--- config.mk ---
export PLATFORM = sky130hd
export DESIGN_NAME = kht_ctrl
export DESIGN_NICKNAME = d
export VERILOG_FILES = /design/src/hdl/kht_pkg.sv /design/src/hdl/kht_ctrl.sv
export SDC_FILE = /design/constraint.sdc
export NUM_CORES = 1
export LEC_CHECK = 0
export BUFFER_PORTS_ARGS = -buffer_cell sky130_fd_sc_hd__buf_2
export CAP_MARGIN = 0
export CELL_PAD_IN_SITES_DETAIL_PLACEMENT = 1
export CELL_PAD_IN_SITES_GLOBAL_PLACEMENT = 1
export CORE_AREA = 2 2 39 41
export CTS_BUF_LIST = sky130_fd_sc_hd__clkbuf_4 sky130_fd_sc_hd__clkbuf_8
export CTS_CLUSTER_SIZE = 25
export DETAILED_ROUTE_END_ITERATION = 10
export DIE_AREA = 0 0 41 43
export PLACE_DENSITY = 0.66
export SLEW_MARGIN = 25
export SYNTH_ARGS = -nofsm -noshare
export SYNTH_HDL_FRONTEND = slang
export SYNTH_SLANG_ARGS = --single-unit
--- constraint.sdc ---
create_clock -name clock -period 1.95 [get_ports clock]
set_input_delay 0.39 -clock clock [delete_from_list [all_inputs] [get_ports clock]]
set_output_delay 0.39 -clock clock [all_outputs]
set_load 0.02 [all_outputs]
--- src/hdl/kht_pkg.sv ---
`default_nettype none
// ----------------------------------------------------------------------------
// kht_pkg: shared types and constants of the keyword hash table
// Status codes, controller states, and the command and status bundles
// passed between the controller and the datapath.
// ----------------------------------------------------------------------------
package kht_pkg;

   // default sizing, handed down from the top level
   localparam int DEF_MAX_SLOTS     = 64;
   localparam int DEF_MAX_KEY_BYTES = 8;
   localparam int DEF_TOKEN_BITS    = 8;

   // fixed field widths
   localparam int CAP_LOG2_W   = 3;
   localparam int KEY_BYTE_W   = 8;
   localparam int TOKEN_W      = 8;
   localparam int SLOT_IDX_W   = 6;
   localparam int KEY_LEN_W    = 4;
   localparam int HASH_W       = 64;
   localparam int CSR_ADDR_W   = 3;
   localparam int CSR_DATA_W   = 32;

   localparam logic [CAP_LOG2_W-1:0] CAP_LOG2_RESET = 3'd6;

   // FNV-1a 64-bit constants; the prime is 2^40 + 0x1b3
   localparam logic [HASH_W-1:0] HASH_BASIS = 64'hcbf2_9ce4_8422_2325;
   localparam logic [HASH_W-1:0] HASH_PRIME = 64'h0000_0100_0000_01b3;

   // register word indexes on the configuration port
   localparam logic REG_CAP_LOG2 = 1'b0;

   typedef enum logic [1:0] {
      ST_OK        = 2'd0,
      ST_NOT_FOUND = 2'd1,
      ST_FULL      = 2'd2,
      ST_TOO_LONG  = 2'd3
   } status_type;

   typedef enum logic [2:0] {
      S_CLEAR,
      S_IDLE,
      S_SETUP,
      S_READ,
      S_CHECK
   } state_type;

   // controller -> datapath
   typedef struct packed {
      logic       absorb;      // fold accepted byte into hash and key
      logic       key_clear;   // restart key accumulation
      logic       probe_init;  // load home slot, probe count zero
      logic       probe_step;  // advance to next quadratic probe
      logic       rd_en;       // read slot at probe index
      logic       ins_write;   // write entry at probe index
      logic       clr_write;   // clearing pass: invalidate one slot
      logic       rsp_load;    // register a result
      status_type rsp_status;
      logic       rsp_token;   // result carries stored token
      logic       rsp_slot;    // result carries slot index
   } kht_cmd_type;

   // datapath -> controller
   typedef struct packed {
      logic len_over;    // current byte overflows the key buffer
      logic op_insert;   // latched operation is insert
      logic slot_valid;  // slot read last cycle holds an entry
      logic key_match;   // slot read last cycle matches the key
      logic probe_last;  // current probe is the final one
      logic clr_done;    // clearing pass on its final slot
   } kht_sts_type;

endpackage : kht_pkg
`default_nettype wire

--- src/hdl/kht_ctrl.sv ---
`default_nettype none
// ----------------------------------------------------------------------------
// kht_ctrl: sequencing state machine of the keyword hash table
// Runs the clearing pass, takes key bytes and steps the probe loop,
// deciding each probe from the status of the datapath.
// ----------------------------------------------------------------------------
module kht_ctrl (
   input  wire logic                 clock,
   input  wire logic                 reset,
   input  wire logic                 start,
   input  wire logic                 req_last_byte,
   input  wire kht_pkg::kht_sts_type sts,
   output kht_pkg::kht_cmd_type      cmd,
   output logic                      busy
);
   import kht_pkg::*;

   state_type state_ff, state_in;
   logic      accept;
   logic      finish;

   assign accept = start && (state_ff == S_IDLE);

   // probe outcome: the walk ends on this slot
   always_comb begin
      if (sts.op_insert) begin
         finish = !sts.slot_valid || sts.probe_last;
      end else begin
         finish = !sts.slot_valid || sts.key_match || sts.probe_last;
      end
   end

   // next state
   always_comb begin
      state_in = state_ff;
      unique case (state_ff)
         S_CLEAR: begin
            if (sts.clr_done) begin
               state_in = S_IDLE;
            end
         end
         S_IDLE: begin
            if (accept && req_last_byte && !sts.len_over) begin
               state_in = S_SETUP;
            end
         end
         S_SETUP: state_in = S_READ;
         S_READ:  state_in = S_CHECK;
         S_CHECK: state_in = finish ? S_IDLE : S_READ;
         default: state_in = S_CLEAR;
      endcase
   end

   always_ff @(posedge clock) begin
      if (reset) begin
         state_ff <= S_CLEAR;
      end else begin
         state_ff <= state_in;
      end
   end

   // outputs
   always_comb begin
      cmd            = '0;
      cmd.rsp_status = ST_OK;
      busy           = (state_ff != S_IDLE);
      unique case (state_ff)
         S_CLEAR: cmd.clr_write = 1'b1;
         S_IDLE: begin
            if (accept) begin
               cmd.absorb = 1'b1;
               if (req_last_byte && sts.len_over) begin
                  cmd.rsp_load   = 1'b1;
                  cmd.rsp_status = ST_TOO_LONG;
                  cmd.key_clear  = 1'b1;
               end
            end
         end
         S_SETUP: cmd.probe_init = 1'b1;
         S_READ:  cmd.rd_en      = 1'b1;
         S_CHECK: begin
            if (finish) begin
               cmd.rsp_load  = 1'b1;
               cmd.key_clear = 1'b1;
               if (sts.op_insert) begin
                  if (!sts.slot_valid) begin
                     cmd.ins_write  = 1'b1;
                     cmd.rsp_status = ST_OK;
                     cmd.rsp_slot   = 1'b1;
                  end else begin
                     cmd.rsp_status = ST_FULL;
                  end
               end else if (sts.slot_valid && sts.key_match) begin
                  cmd.rsp_status = ST_OK;
                  cmd.rsp_token  = 1'b1;
                  cmd.rsp_slot   = 1'b1;
               end else begin
                  cmd.rsp_status = ST_NOT_FOUND;
               end
            end else begin
               cmd.probe_step = 1'b1;
            end
         end
         default: cmd.clr_write = 1'b0;
      endcase
   end

   // an entry is only written into a free slot
   a_insert_free: assert property (@(posedge clock) disable iff (reset)
      cmd.ins_write |-> (state_ff == S_CHECK) && !sts.slot_valid)
      else $error("entry written over an occupied slot");

   // every result returns the controller to idle
   a_result_idle: assert property (@(posedge clock) disable iff (reset)
      cmd.rsp_load |=> (state_ff == S_IDLE))
      else $error("controller not idle after a result");

   // a final byte of a key that fits starts a probe walk
   a_last_probes: assert property (@(posedge clock) disable iff (reset)
      (accept && req_last_byte && !sts.len_over) |=> (state_ff == S_SETUP))
      else $error("final byte did not start probing");

endmodule : kht_ctrl
`default_nettype wire

==> flow_metrics.tcl <==
set metrics [dict create \
    cts.sinks 3 \
    drc 0 \
    reg_top3 "state_ff: 3 flops" \
    grt_max_degree 8 \
    slew_headroom_pct 75.3 \
    ant_nets 0 \
    slew_viol_final 0 \
    grt_pass1_wl_um 1290 \
    switching_share_pct 33.3 \
    cts_buffers 3 \
    fp.dieH_um 43 \
    timing.hold.ws_ns 0.316 \
    synth_compound_area_share_pct 23.9 \
    drt_iter0_drc 3 \
    required_ns 1.56 \
    crit_type "reg -> out" \
    synth-edff-count 0 \
    crit_family "simple AND/OR/NAND/NOR gates" \
    top_register "state_ff" \
    fin_ws_ns 0.0619 \
    place_hpwl_um 683 \
    skew_ns 0.00360 \
    async_flop_share_pct 0 \
    fmax_mhz 530 \
    multi_input_area_um2 201 \
    cp_slowest_cell "or3b_4" \
    ioPinCount 23 \
    ir_drop_mv 0.151 \
    p_switching_uw 99.2 \
    yosysSeqAreaShare_pct 23.0 \
    start_util_pct 18.9 \
    preCtsSetupSlack_ns 0.195 \
    largest_register_ffs 3 \
    drv_cap 0 \
    layout.cells.non_filler 77 \
    dp_cells 72 \
    internal_power_uw 199 \
    p_seq_share_pct 25.7 \
    cts_tree "done" \
    route.vias.total 348 \
    synthCells 34 \
    p_per_area_mw_per_mm2 654 \
    routedWlPerCell_um 10.8 \
    max_stage_delay_ns 0.42 \
    core-area_mm2 0.00138 \
    power.leakage_uw 0.000246 \
    hp-class "in -> reg" \
    min_period_ns 1.89 \
    cp_cell_sequence "or3b_4 > o21bai_4 > o21ai_1 > buf_4" \
    grt_overflow 0 \
    synth_fp_nets 44 \
    track_usage_pct 11.1 \
    synthDistinctLibCells 23 \
    crit_end "cmd[3]" \
    endpoint_kind "output port" \
    muxShareOfSynthArea_pct 0 \
    htreeDepth 1 \
    drt-total-wl_um 832 \
    antennaDiodeCount 0 \
    layout-drive-gt1-share_pct 60.7 \
    synth_top_family_by_area "simple AND/OR/NAND/NOR gates" \
    regArea_um2 66.3 \
    setup_violations 0 \
    timing.setup.tns_ns 0 \
    antenna_found_initial 0 \
    nets 72 \
    rsz0062_at_grt "false" \
    rows 14 \
    setup.worst_path.start_class "flip-flop" \
    root_buffer "clkbuf_4" \
    clockBufferDepth 2 \
    portBuffers 22 \
    gp_congestion 0.683 \
    synth_xor_area_share_pct 0 \
    status "complete, no violations" \
    hold_viol 0 \
    arrival_ns 1.50 \
    worstMarginPinSlew_ns 0.370 \
    fillerInstances 179 \
    grt_pass1_vias 305 \
    clkSlewWorstSetupHoldPaths_ns 0.04 \
    synthSimpleGateAreaFrac_pct 47.4 \
    reg2reg_from "state_ff[0]" \
    cp_num_cells 4 \
    rr_endpoint "state_ff[2]" \
    synthFlopType "dfxtp_1" \
    ys_seq_elements 3 \
    clk_latency_ns 0.24 \
    yosysWarnings 0 \
    rr_worst_depth 4 \
    synthToLayoutAreaGrowth_pct 74.2 \
    worstSetupStartpoint "state_ff[2]" \
    drt-vias-per-instance 4.52 \
    power.share.combinational_pct 31.2 \
    fin_crit_sh_pct 96.8 \
    die_area_mm2 0.00176 \
    r2r_slack_ns 0.69 \
    pwr-share-clk_pct 43.1 \
    synth-adder-area-share_pct 0 \
    syn_avg_cell_area_um2 7.69 \
    syn_area_um2 262 \
    post-route-util_pct 32.9 \
    chipWidth_um 41 \
    path_buf_inv 1 \
    first_pass_iters 2 \
    critPathMaxFanout 7 \
]
-- final cells by class --
type                       count  share of cell area (%)
multi-input combinational     28                    44.2
tap                           16                    4.40
timing repair buffer          24                    28.6
clock buffer                   4                    6.59
inverter                       2                    1.65
sequential                     3                    14.6
-- power groups by stage --
stage	clock network, µW	logic, µW	registers, µW
after floorplan	0	55.1	75.0
after global placement	0	89.6	76.6
after detailed placement	0	90.5	77.4
after CTS	134	91.5	76.2
after global routing	141	102	77.9
final	128	93.1	76.5
-- cells in the mapped netlist, drive strengths merged (2+ instances only) --
library cell / n / area share (%)
o21ai: 3 / 5.7
nor3b: 2 / 5.7
nand2: 3 / 4.3
inv: 2 / 2.9
nor2: 2 / 2.9
nor3: 2 / 8.1
a21oi: 3 / 5.7
dfxtp: 3 / 23
-- how the worst min path moves through the flow --
stage               cells past startpoint   from          end
floorplan                               1  reset  state_ff[0]
global placement                        2  reset  state_ff[0]
detailed placement                      2  reset  state_ff[0]
CTS                                     2  reset  state_ff[0]
global route                            2  reset  state_ff[0]
finish                                  2  reset  state_ff[0]
-- timing repair --
item                                    CTS  global route
cloned                                    0             0
endpoints found under the setup margin    4             4
resized for setup                         2             7
setup buffers                             0             1
pin swaps                                 0             3
hold buffers                              0             0
-- layout by cell type (no fill, tap or decap) --
master    count
nand2b_1      1
nand3b_1      1
nor3_1        1
and2_1        1
buf_4         4
buf_2        20
nor3b_1       2
a21o_1        1
a21oi_1       3
nor2_1        2
or2b_2        1
nand4_1       1
nor2b_1       1
o311a_1       1
or3b_4        1
o21bai_4      1
clkbuf_4      4
nor3_4        1
o21ai_1       2
dfxtp_4       1
dfxtp_2       2
nand2_1       3
and3_1        1
o21ai_2       1
o31ai_1       1
inv_1         2
and3b_2       1
-- worst register-to-register path, cell delays in order (launching register included) --
cell and delay, ns:
dfxtp_2 0.36, nor3b_1 0.32, buf_4 0.19, o21ai_1 0.10, and3_1 0.19
-- logic make-up (layout without fill, tap and decap cells) --
group | after synthesis | count (layout)
simple gates | 18 | 18
compound gates | 10 | 10
flops | 3 | 3
buf+inv | 3 | 30
-- metrics by stage --
step | area (µm²) | total power (µW)
2_1_floorplan | 262 | 130
3_3_place_gp | 392 | 166
3_5_place_dp | 392 | 168
4_1_cts | 425 | 302
5_1_grt | 455 | 321
6_report | 455 | 298
-- metal layers --
layer  GRT usage (%)  up-vias  wire [µm]
met2            15.6       16        367
met4            8.00        0         22
met5               0        -          0
met1            13.5      149        366
met3            3.66        4         76
li1                -      179          -
Note: power is estimated with default switching activity, not from simulation.
