## src/hdl/kht_pkg.sv

```systemverilog
`default_nettype none
// ----------------------------------------------------------------------------
// kht_pkg: shared types and constants of the keyword hash table
// Status codes, controller states, and the command and status bundles
// passed between the controller and the datapath.
// ----------------------------------------------------------------------------
package kht_pkg;

   // default sizing, handed down from the top level
   localparam int DEF_MAX_SLOTS     = 64;
   localparam int DEF_MAX_KEY_BYTES = 8;
   localparam int DEF_TOKEN_BITS    = 8;

   // fixed field widths
   localparam int CAP_LOG2_W   = 3;
   localparam int KEY_BYTE_W   = 8;
   localparam int TOKEN_W      = 8;
   localparam int SLOT_IDX_W   = 6;
   localparam int KEY_LEN_W    = 4;
   localparam int HASH_W       = 64;
   localparam int CSR_ADDR_W   = 3;
   localparam int CSR_DATA_W   = 32;

   localparam logic [CAP_LOG2_W-1:0] CAP_LOG2_RESET = 3'd6;

   // FNV-1a 64-bit constants; the prime is 2^40 + 0x1b3
   localparam logic [HASH_W-1:0] HASH_BASIS = 64'hcbf2_9ce4_8422_2325;
   localparam logic [HASH_W-1:0] HASH_PRIME = 64'h0000_0100_0000_01b3;

   // register word indexes on the configuration port
   localparam logic REG_CAP_LOG2 = 1'b0;

   typedef enum logic [1:0] {
      ST_OK        = 2'd0,
      ST_NOT_FOUND = 2'd1,
      ST_FULL      = 2'd2,
      ST_TOO_LONG  = 2'd3
   } status_type;

   typedef enum logic [2:0] {
      S_CLEAR,
      S_IDLE,
      S_SETUP,
      S_READ,
      S_CHECK
   } state_type;

   // controller -> datapath
   typedef struct packed {
      logic       absorb;      // fold accepted byte into hash and key
      logic       key_clear;   // restart key accumulation
      logic       probe_init;  // load home slot, probe count zero
      logic       probe_step;  // advance to next quadratic probe
      logic       rd_en;       // read slot at probe index
      logic       ins_write;   // write entry at probe index
      logic       clr_write;   // clearing pass: invalidate one slot
      logic       rsp_load;    // register a result
      status_type rsp_status;
      logic       rsp_token;   // result carries stored token
      logic       rsp_slot;    // result carries slot index
   } kht_cmd_type;

   // datapath -> controller
   typedef struct packed {
      logic len_over;    // current byte overflows the key buffer
      logic op_insert;   // latched operation is insert
      logic slot_valid;  // slot read last cycle holds an entry
      logic key_match;   // slot read last cycle matches the key
      logic probe_last;  // current probe is the final one
      logic clr_done;    // clearing pass on its final slot
   } kht_sts_type;

endpackage : kht_pkg
`default_nettype wire

```

## src/hdl/kht_ram.sv

```systemverilog
`default_nettype none
// ----------------------------------------------------------------------------
// kht_ram: generic single-port-write, single-port-read RAM
// One write and one registered read per cycle.
// ----------------------------------------------------------------------------
module kht_ram #(
   parameter int WIDTH = 8,
   parameter int DEPTH = 64,
   localparam int ADDR_W = (DEPTH > 1) ? $clog2(DEPTH) : 1
) (
   input  wire logic              clock,
   input  wire logic              wr_en,
   input  wire logic [ADDR_W-1:0] wr_addr,
   input  wire logic [WIDTH-1:0]  wr_data,
   input  wire logic              rd_en,
   input  wire logic [ADDR_W-1:0] rd_addr,
   output logic      [WIDTH-1:0]  rd_data
);

   logic [WIDTH-1:0] mem_ff [DEPTH];

   always_ff @(posedge clock) begin
      if (wr_en) begin
         mem_ff[wr_addr] <= wr_data;
      end
      if (rd_en) begin
         rd_data <= mem_ff[rd_addr];
      end
   end

endmodule : kht_ram
`default_nettype wire

```

## src/hdl/kht_datapath.sv

```systemverilog
`default_nettype none
// ----------------------------------------------------------------------------
// kht_datapath: hash, key buffer, probe sequencer, slot stores, result
// Folds key bytes into the FNV-1a hash, walks the quadratic probe sequence
// and compares stored entries under command of the controller.
// ----------------------------------------------------------------------------
module kht_datapath #(
   parameter int MAX_SLOTS     = kht_pkg::DEF_MAX_SLOTS,
   parameter int MAX_KEY_BYTES = kht_pkg::DEF_MAX_KEY_BYTES,
   parameter int TOKEN_BITS    = kht_pkg::DEF_TOKEN_BITS
) (
   input  wire logic                              clock,
   input  wire logic                              reset,
   input  wire logic                              req_operation,
   input  wire logic [kht_pkg::KEY_BYTE_W-1:0]    req_key_byte,
   input  wire logic [kht_pkg::TOKEN_W-1:0]       req_token_value,
   input  wire logic [kht_pkg::CAP_LOG2_W-1:0]    cap_log2,
   input  wire kht_pkg::kht_cmd_type              cmd,
   output kht_pkg::kht_sts_type                   sts,
   output logic                                   rsp_valid,
   output logic [1:0]                             rsp_status,
   output logic [kht_pkg::TOKEN_W-1:0]            rsp_token_result,
   output logic [kht_pkg::SLOT_IDX_W-1:0]         rsp_slot_index
);
   import kht_pkg::*;

   localparam int SLOT_W   = (MAX_SLOTS > 1) ? $clog2(MAX_SLOTS) : 1;
   localparam int MAX_LOG2 = $clog2(MAX_SLOTS + 1) - 1;
   localparam int KEY_W    = KEY_BYTE_W * MAX_KEY_BYTES;
   localparam int ENTRY_W  = KEY_LEN_W + KEY_W + TOKEN_BITS;

   localparam logic [KEY_LEN_W-1:0] LEN_MAX  = KEY_LEN_W'(MAX_KEY_BYTES);
   localparam logic [KEY_LEN_W-1:0] LEN_OVER = KEY_LEN_W'(MAX_KEY_BYTES + 1);
   localparam logic [SLOT_W-1:0]    CLR_LAST = SLOT_W'(MAX_SLOTS - 1);

   // FNV-1a step; multiply by the prime as shifted adds
   function automatic logic [HASH_W-1:0] fnv_step(input logic [HASH_W-1:0] h,
                                                  input logic [KEY_BYTE_W-1:0] b);
      logic [HASH_W-1:0] x;
      x = h ^ HASH_W'(b);
      return (x << 40) + (x << 8) + (x << 7) + (x << 5) + (x << 4) + (x << 1) + x;
   endfunction

   logic [HASH_W-1:0]                        hash_ff, hash_in;
   logic [MAX_KEY_BYTES-1:0][KEY_BYTE_W-1:0] key_ff, key_in;
   logic [KEY_LEN_W-1:0]                     len_ff, len_in;
   logic                                     op_ff;
   logic [TOKEN_BITS-1:0]                    tok_ff;
   logic [SLOT_W-1:0]                        idx_ff, idx_in;
   logic [SLOT_W-1:0]                        k_ff, k_in;
   logic [SLOT_W-1:0]                        clr_ff, clr_in;
   logic [3:0]                               cap_eff;
   logic [SLOT_W-1:0]                        mask;
   logic [SLOT_W-1:0]                        step_w;

   logic                                     vld_wr_en, vld_wr_data, vld_rd;
   logic [SLOT_W-1:0]                        vld_wr_addr;
   logic [ENTRY_W-1:0]                       ent_wr_data, ent_rd;
   logic [KEY_LEN_W-1:0]                     ent_len;
   logic [KEY_W-1:0]                         ent_key;
   logic [TOKEN_BITS-1:0]                    ent_tok;

   logic                                     rsp_valid_ff;
   status_type                               rsp_status_ff;
   logic [TOKEN_W-1:0]                       rsp_token_ff;
   logic [SLOT_IDX_W-1:0]                    rsp_slot_ff;

   // capacity clamped to the slots that exist
   assign cap_eff = (4'(cap_log2) > 4'(MAX_LOG2)) ? 4'(MAX_LOG2) : 4'(cap_log2);
   assign mask    = ~({SLOT_W{1'b1}} << cap_eff);
   // k^2 to (k+1)^2 adds 2k+1
   assign step_w  = SLOT_W'({k_ff, 1'b1});

   // key accumulation
   always_comb begin
      hash_in = hash_ff;
      key_in  = key_ff;
      len_in  = len_ff;
      if (cmd.key_clear) begin
         hash_in = HASH_BASIS;
         key_in  = '0;
         len_in  = '0;
      end else if (cmd.absorb) begin
         if (len_ff < LEN_MAX) begin
            hash_in = fnv_step(hash_ff, req_key_byte);
            for (int i = 0; i < MAX_KEY_BYTES; i++) begin
               if (len_ff == KEY_LEN_W'(i)) begin
                  key_in[i] = req_key_byte;
               end
            end
            len_in = len_ff + 1'b1;
         end else begin
            len_in = LEN_OVER;
         end
      end
   end

   always_ff @(posedge clock) begin
      if (reset) begin
         hash_ff <= HASH_BASIS;
         key_ff  <= '0;
         len_ff  <= '0;
      end else begin
         hash_ff <= hash_in;
         key_ff  <= key_in;
         len_ff  <= len_in;
      end
   end

   // operation and token as sampled on the last byte
   always_ff @(posedge clock) begin
      if (cmd.absorb) begin
         op_ff  <= req_operation;
         tok_ff <= TOKEN_BITS'(req_token_value);
      end
   end

   // probe sequencer and clearing counter
   always_comb begin
      idx_in = idx_ff;
      k_in   = k_ff;
      if (cmd.probe_init) begin
         idx_in = hash_ff[SLOT_W-1:0] & mask;
         k_in   = '0;
      end else if (cmd.probe_step) begin
         idx_in = (idx_ff + step_w) & mask;
         k_in   = k_ff + 1'b1;
      end
      clr_in = cmd.clr_write ? clr_ff + 1'b1 : clr_ff;
   end

   always_ff @(posedge clock) begin
      idx_ff <= idx_in;
      k_ff   <= k_in;
   end

   always_ff @(posedge clock) begin
      if (reset) begin
         clr_ff <= '0;
      end else begin
         clr_ff <= clr_in;
      end
   end

   // slot stores: valid bits swept clear after reset, entries left as they are
   assign vld_wr_en   = cmd.clr_write | cmd.ins_write;
   assign vld_wr_addr = cmd.clr_write ? clr_ff : idx_ff;
   assign vld_wr_data = ~cmd.clr_write;
   assign ent_wr_data = {len_ff, KEY_W'(key_ff), tok_ff};

   kht_ram #(
      .WIDTH (1),
      .DEPTH (MAX_SLOTS)
   ) u_valid_ram (
      .clock   (clock),
      .wr_en   (vld_wr_en),
      .wr_addr (vld_wr_addr),
      .wr_data (vld_wr_data),
      .rd_en   (cmd.rd_en),
      .rd_addr (idx_ff),
      .rd_data (vld_rd)
   );

   kht_ram #(
      .WIDTH (ENTRY_W),
      .DEPTH (MAX_SLOTS)
   ) u_entry_ram (
      .clock   (clock),
      .wr_en   (cmd.ins_write),
      .wr_addr (idx_ff),
      .wr_data (ent_wr_data),
      .rd_en   (cmd.rd_en),
      .rd_addr (idx_ff),
      .rd_data (ent_rd)
   );

   assign {ent_len, ent_key, ent_tok} = ent_rd;

   // status back to the controller
   always_comb begin
      sts.len_over   = (len_ff >= LEN_MAX);
      sts.op_insert  = op_ff;
      sts.slot_valid = vld_rd;
      sts.key_match  = (ent_len == len_ff) && (ent_key == KEY_W'(key_ff));
      sts.probe_last = (k_ff == mask);
      sts.clr_done   = (clr_ff == CLR_LAST);
   end

   // result register, one-cycle strobe
   always_ff @(posedge clock) begin
      if (reset) begin
         rsp_valid_ff <= 1'b0;
      end else begin
         rsp_valid_ff <= cmd.rsp_load;
      end
   end

   always_ff @(posedge clock) begin
      if (cmd.rsp_load) begin
         rsp_status_ff <= cmd.rsp_status;
         rsp_token_ff  <= cmd.rsp_token ? TOKEN_W'(ent_tok) : '0;
         rsp_slot_ff   <= cmd.rsp_slot ? SLOT_IDX_W'(idx_ff) : '0;
      end
   end

   assign rsp_valid        = rsp_valid_ff;
   assign rsp_status       = rsp_status_ff;
   assign rsp_token_result = rsp_token_ff;
   assign rsp_slot_index   = rsp_slot_ff;

   // a step is never issued past the final probe
   a_step_in_range: assert property (@(posedge clock) disable iff (reset)
      cmd.probe_step |-> (k_ff != mask))
      else $error("probe step issued past the final probe");

endmodule : kht_datapath
`default_nettype wire

```

## config.mk

```make
export PLATFORM = sky130hd
export DESIGN_NAME = kht_datapath
export DESIGN_NICKNAME = d
export VERILOG_FILES = /design/src/hdl/kht_pkg.sv /design/src/hdl/kht_ram.sv /design/src/hdl/kht_datapath.sv
export SDC_FILE = /design/constraint.sdc
export NUM_CORES = 2
export LEC_CHECK = 0
export BUFFER_PORTS_ARGS = -buffer_cell sky130_fd_sc_hd__buf_2
export CELL_PAD_IN_SITES_DETAIL_PLACEMENT = 0
export CELL_PAD_IN_SITES_GLOBAL_PLACEMENT = 1
export CORE_ASPECT_RATIO = 1.2
export CORE_UTILIZATION = 55
export CTS_CLUSTER_SIZE = 10
export DETAILED_ROUTE_END_ITERATION = 8
export PLACE_DENSITY_LB_ADDON = 0.12
export SYNTH_ARGS = -nofsm -noshare
export SYNTH_HDL_FRONTEND = slang
export SYNTH_HIERARCHICAL = 1
export SYNTH_MEMORY_MAX_BITS = 65536
export SYNTH_SLANG_ARGS = --single-unit
```

## constraint.sdc

```tcl
create_clock -name clock -period 9.5 [get_ports clock]
set_clock_uncertainty 0.15 [all_clocks]
set_input_delay 0.475 -clock clock [delete_from_list [all_inputs] [get_ports clock]]
set_output_delay 0.475 -clock clock [all_outputs]
set_load 0.1 [all_outputs]
```

==> results.json <==
{
  "vias_per_cell": 7.04,
  "avgSynthCellArea_um2": 22.3,
  "cts_buffer_depth": 4,
  "crit_type": "reg -> out",
  "cp.arrival_ns": 5.61,
  "clk_latency_ns": 1.08,
  "drt-initial-drc-count": 14300,
  "synth-xor-area-share": 0.00418,
  "ys_seq_area_frac": 0.787,
  "crit_end": "sts[2]",
  "reg2reg_slack_ns": 3.80,
  "vias": 99300,
  "cp_top_family": "simple AND/OR/NAND/NOR gates",
  "grt_max_degree": 142,
  "synth_mux_area_frac": 0.144,
  "startpoint": "ent_wr_data[24]",
  "core-area_um2": 351000,
  "synth-simple-area-share": 0.0204,
  "synth_edf_count": 5036,
  "fin_crit_sh": 0.656,
  "portBuffers": 56,
  "grt_pass1_wl_um": 797000,
  "dr.pass1.iters": 5,
  "power.density_nw_per_um2": 222,
  "h-tree-depth": 6,
  "overflow": 0,
  "pin_count": 57,
  "synthesis.area_um2": 194000,
  "first_global_vias": 99000,
  "hold_path.class": "in -> reg",
  "crit_chain": "xnor2_1 > nand4_1 > nor4_1 > buf_4 > nand4_1 > nor3_1 > buf_2",
  "critPathRequiredTime_ns": 8.88,
  "path_clk_slew_ns": 0.06,
  "fin_tns_setup_ns": 0,
  "initial_core_util": 0.554,
  "drv_slew": 0,
  "synth_cell_types": 56,
  "grt_usage": 0.329,
  "r2r-start": "idx_ff[4]",
  "cts_tree": "done",
  "ant_nets": 0,
  "fin_crit_ns": 6.24,
  "outcome": "completed",
  "ir_worst_vdd_v": 0.000210,
  "die_y_um": 653,
  "ys_async_sr_fraction": 0,
  "max_cap_viol_count": 0,
  "reg2reg_depth": 8,
  "dominantRegCellSynth": "edfxtp_1",
  "power_mw": 48.4,
  "cp_num_buf_inv": 2,
  "routed_wl_um": 580000,
  "setup_viol_count_final": 0,
  "ys_ff_latch": 5123,
  "cp.depth": 7,
  "regToRegEndpoint": "u_entry_ram/rd_data[22]",
  "synth_top_family_by_area": "multiplexers",
  "die_area_um2": 356000,
  "cts_root_buffer": "clkbuf_16",
  "antenna_found_initial": 27,
  "max_stage_delay_ns": 1.10,
  "synth-compound-area-share": 0.0294,
  "worst_slew_pin_slew_ns": 1.44,
  "yosysWarnings": 6,
  "synthCells": 8734,
  "avgRoutedWirePerCell_um": 41.1,
  "place.detailed.hpwl_um": 305000,
  "worstSetupEndpointType": "primary output",
  "crit_top_cell": "nand4_1",
  "drc": 0,
  "drive_gt1_frac": 0.250,
  "gp_congestion": 0.827,
  "hold_violations": 0,
  "rsz0062_at_grt": "false",
  "row_count": 238,
  "start_kind": "flop",
  "max_freq_mhz": 160,
  "syn_nets": 8789,
  "relSlewSlack": 0.0365,
  "cp_slowest_cell": "nor3_1",
  "synthAdderAreaFrac": 0.00143,
  "numCtsBuffers": 584,
  "crit_fanout": 66,
  "fp.dieW_um": 545,
  "clock-sinks": 5123,
  "power.leakage_nw": 72.1,
  "synthToLayoutAreaGrowth_pct": 12.0,
  "nets": 9283
}
## final cells by class
cell class / count / area [um^2]
diodes: 10 / 25.0
clock buffers: 731 / 15400
clock inverters: 48 / 757
fillers: 23800 / 133000
inverters: 14 / 53.8
multi-input cells: 3095 / 39300
flip-flops and latches: 5123 / 153000
well taps: 4680 / 5860
repair buffers: 410 / 3430
## sequential cells by signal, summed over array words and instances, names as in the netlist
name,count
idx_ff,6
u_valid_ram/rd_data,1
hash_ff,6
k_ff,6
rsp_status,2
rsp_slot_index,6
tok_ff,8
ent_wr_data,64
len_ff,4
rsp_valid,1
u_entry_ram/mem_ff,4864
u_valid_ram/mem_ff,64
u_entry_ram/rd_data,76
rsp_token_result,8
op_ff,1
clr_ff,6
## how the worst min path moves through the flow
stage                               start                          to  slack (ns)  depth (start not counted)
final                               reset                   clr_ff[0]        0.14                          3
after global routing                reset                   clr_ff[0]        0.12                          3
after CTS                           reset                   clr_ff[0]         0.1                          3
after detailed placement  ent_wr_data[67]  u_entry_ram/mem_ff[48][67]        0.36                          0
after global placement          clr_ff[5]                   clr_ff[5]        0.34                          2
after floorplan                hash_ff[3]                  hash_ff[3]        0.31                          2
## cell usage in the layout, fill, tap and decap left out, types with 50 or more instances in the layout
master        n
a211oi_1    125
a21oi_1     100
a22oi_1      68
buf_2        55
buf_4       279
clkbuf_1    135
clkbuf_16   595
dfxtp_2      67
edfxtp_1   5036
mux2i_1     140
mux4_2     1167
nand2_1     182
nand3_1      50
nor2_1      120
nor2_4       63
nor2b_1     102
nor3_1      115
nor4_1       73
o22a_1       63
o22ai_1     406
## cell families after synthesis
family          Yosys count
flops                  5123
fa+ha+maj                21
mux                    1318
compound gates          851
xor+xnor                 91
buf+inv                 516
simple gates            814
## power breakdown
part | switching (mW) | total [mW] | internal (mW)
Combinational | 2.42 | 3.63 | 1.21
Clock | 8.51 | 19.8 | 11.3
Sequential | 0.116 | 24.9 | 24.8
## metrics by stage
stage | hold slack (ns) | setup slack [ns] | instances | area, um^2 | util
detailed placement | 0.361 | 3.97 | 13300 | 201000 | 0.573
global route | 0.124 | 3.40 | 14100 | 218000 | 0.621
finish | 0.139 | 3.26 | 14100 | 218000 | 0.621
CTS | 0.0983 | 3.34 | 14100 | 218000 | 0.620
global placement | 0.339 | 4.02 | 13300 | 201000 | 0.573
floorplan | 0.311 | 2.55 | 8734 | 194000 | -
## repair_timing
item / 4_1_cts / 5_1_grt
hold endpoints to repair: 169 / 0
buffers inserted: 0 / 0
hold buffers: 45 / 0
gates resized for setup: 0 / 0
## cells in the mapped netlist (2+ instances only)
| cell | instances | share of area |
|---|---|---|
| edfxtp_1 | 5036 | 0.78 |
| mux4_2 | 1167 | 0.14 |
| o22ai_1 | 406 | 0.013 |
| clkbuf_1 | 204 | 0.0039 |
| nand2_1 | 192 | 0.0037 |
| nor2_1 | 182 | 0.0035 |
| mux2i_1 | 140 | 0.0072 |
| buf_2 | 129 | 0.0033 |
| a211oi_1 | 125 | 0.0048 |
| nor3_1 | 117 | 0.0030 |
| nor2b_1 | 105 | 0.0034 |
| a21oi_1 | 100 | 0.0026 |
| dfxtp_1 | 87 | 0.0090 |
| buf_4 | 84 | 0.0032 |
| nor4_1 | 74 | 0.0024 |
| a22oi_1 | 68 | 0.0026 |
| o22a_1 | 63 | 0.0028 |
| buf_6 | 54 | 0.0031 |
| nand3_1 | 50 | 0.0013 |
| xor2_1 | 47 | 0.0021 |
| xnor2_1 | 42 | 0.0019 |
| buf_1 | 30 | 0.00058 |
| o221ai_1 | 30 | 0.0014 |
| and2_1 | 22 | 0.00071 |
| o21ai_0 | 22 | 0.00057 |
| ha_1 | 19 | 0.0012 |
| nand4_1 | 19 | 0.00061 |
| a31oi_1 | 14 | 0.00045 |
| inv_1 | 13 | 0.00025 |
| nand2b_1 | 13 | 0.00042 |
| o211a_1 | 13 | 0.00067 |
| or2_2 | 10 | 0.00032 |
| mux4_1 | 7 | 0.00095 |
| nand3b_1 | 7 | 0.00027 |
| or3_1 | 6 | 0.00019 |
| and3_1 | 5 | 0.00016 |
| mux2_2 | 4 | 0.00023 |
| nor2_2 | 3 | 0.000097 |
| a41oi_1 | 2 | 0.000090 |
| and2b_1 | 2 | 0.000077 |
| fa_1 | 2 | 0.00021 |
| nand4b_1 | 2 | 0.000090 |
| o21ai_1 | 2 | 0.000051 |
| or3b_2 | 2 | 0.000090 |
| xnor2_2 | 2 | 0.00017 |
## routing by layer
layer,part of all wire,global-route usage,vias to the layer above
li1,-,-,37900
met1,0.36,0.444,54000
met2,0.49,0.529,6084
met3,0.10,0.0622,1271
met4,0.049,0.144,22
met5,0.00025,0,-
## worst register-to-register path, delay by kind of cell, from the launching register on
family / cells / cell delay, ns
compound gates: 2 / 0.56
buf+inv: 4 / 2.81
flops: 1 / 0.71
simple gates: 2 / 1.33
(Power assumes the default switching activity.)
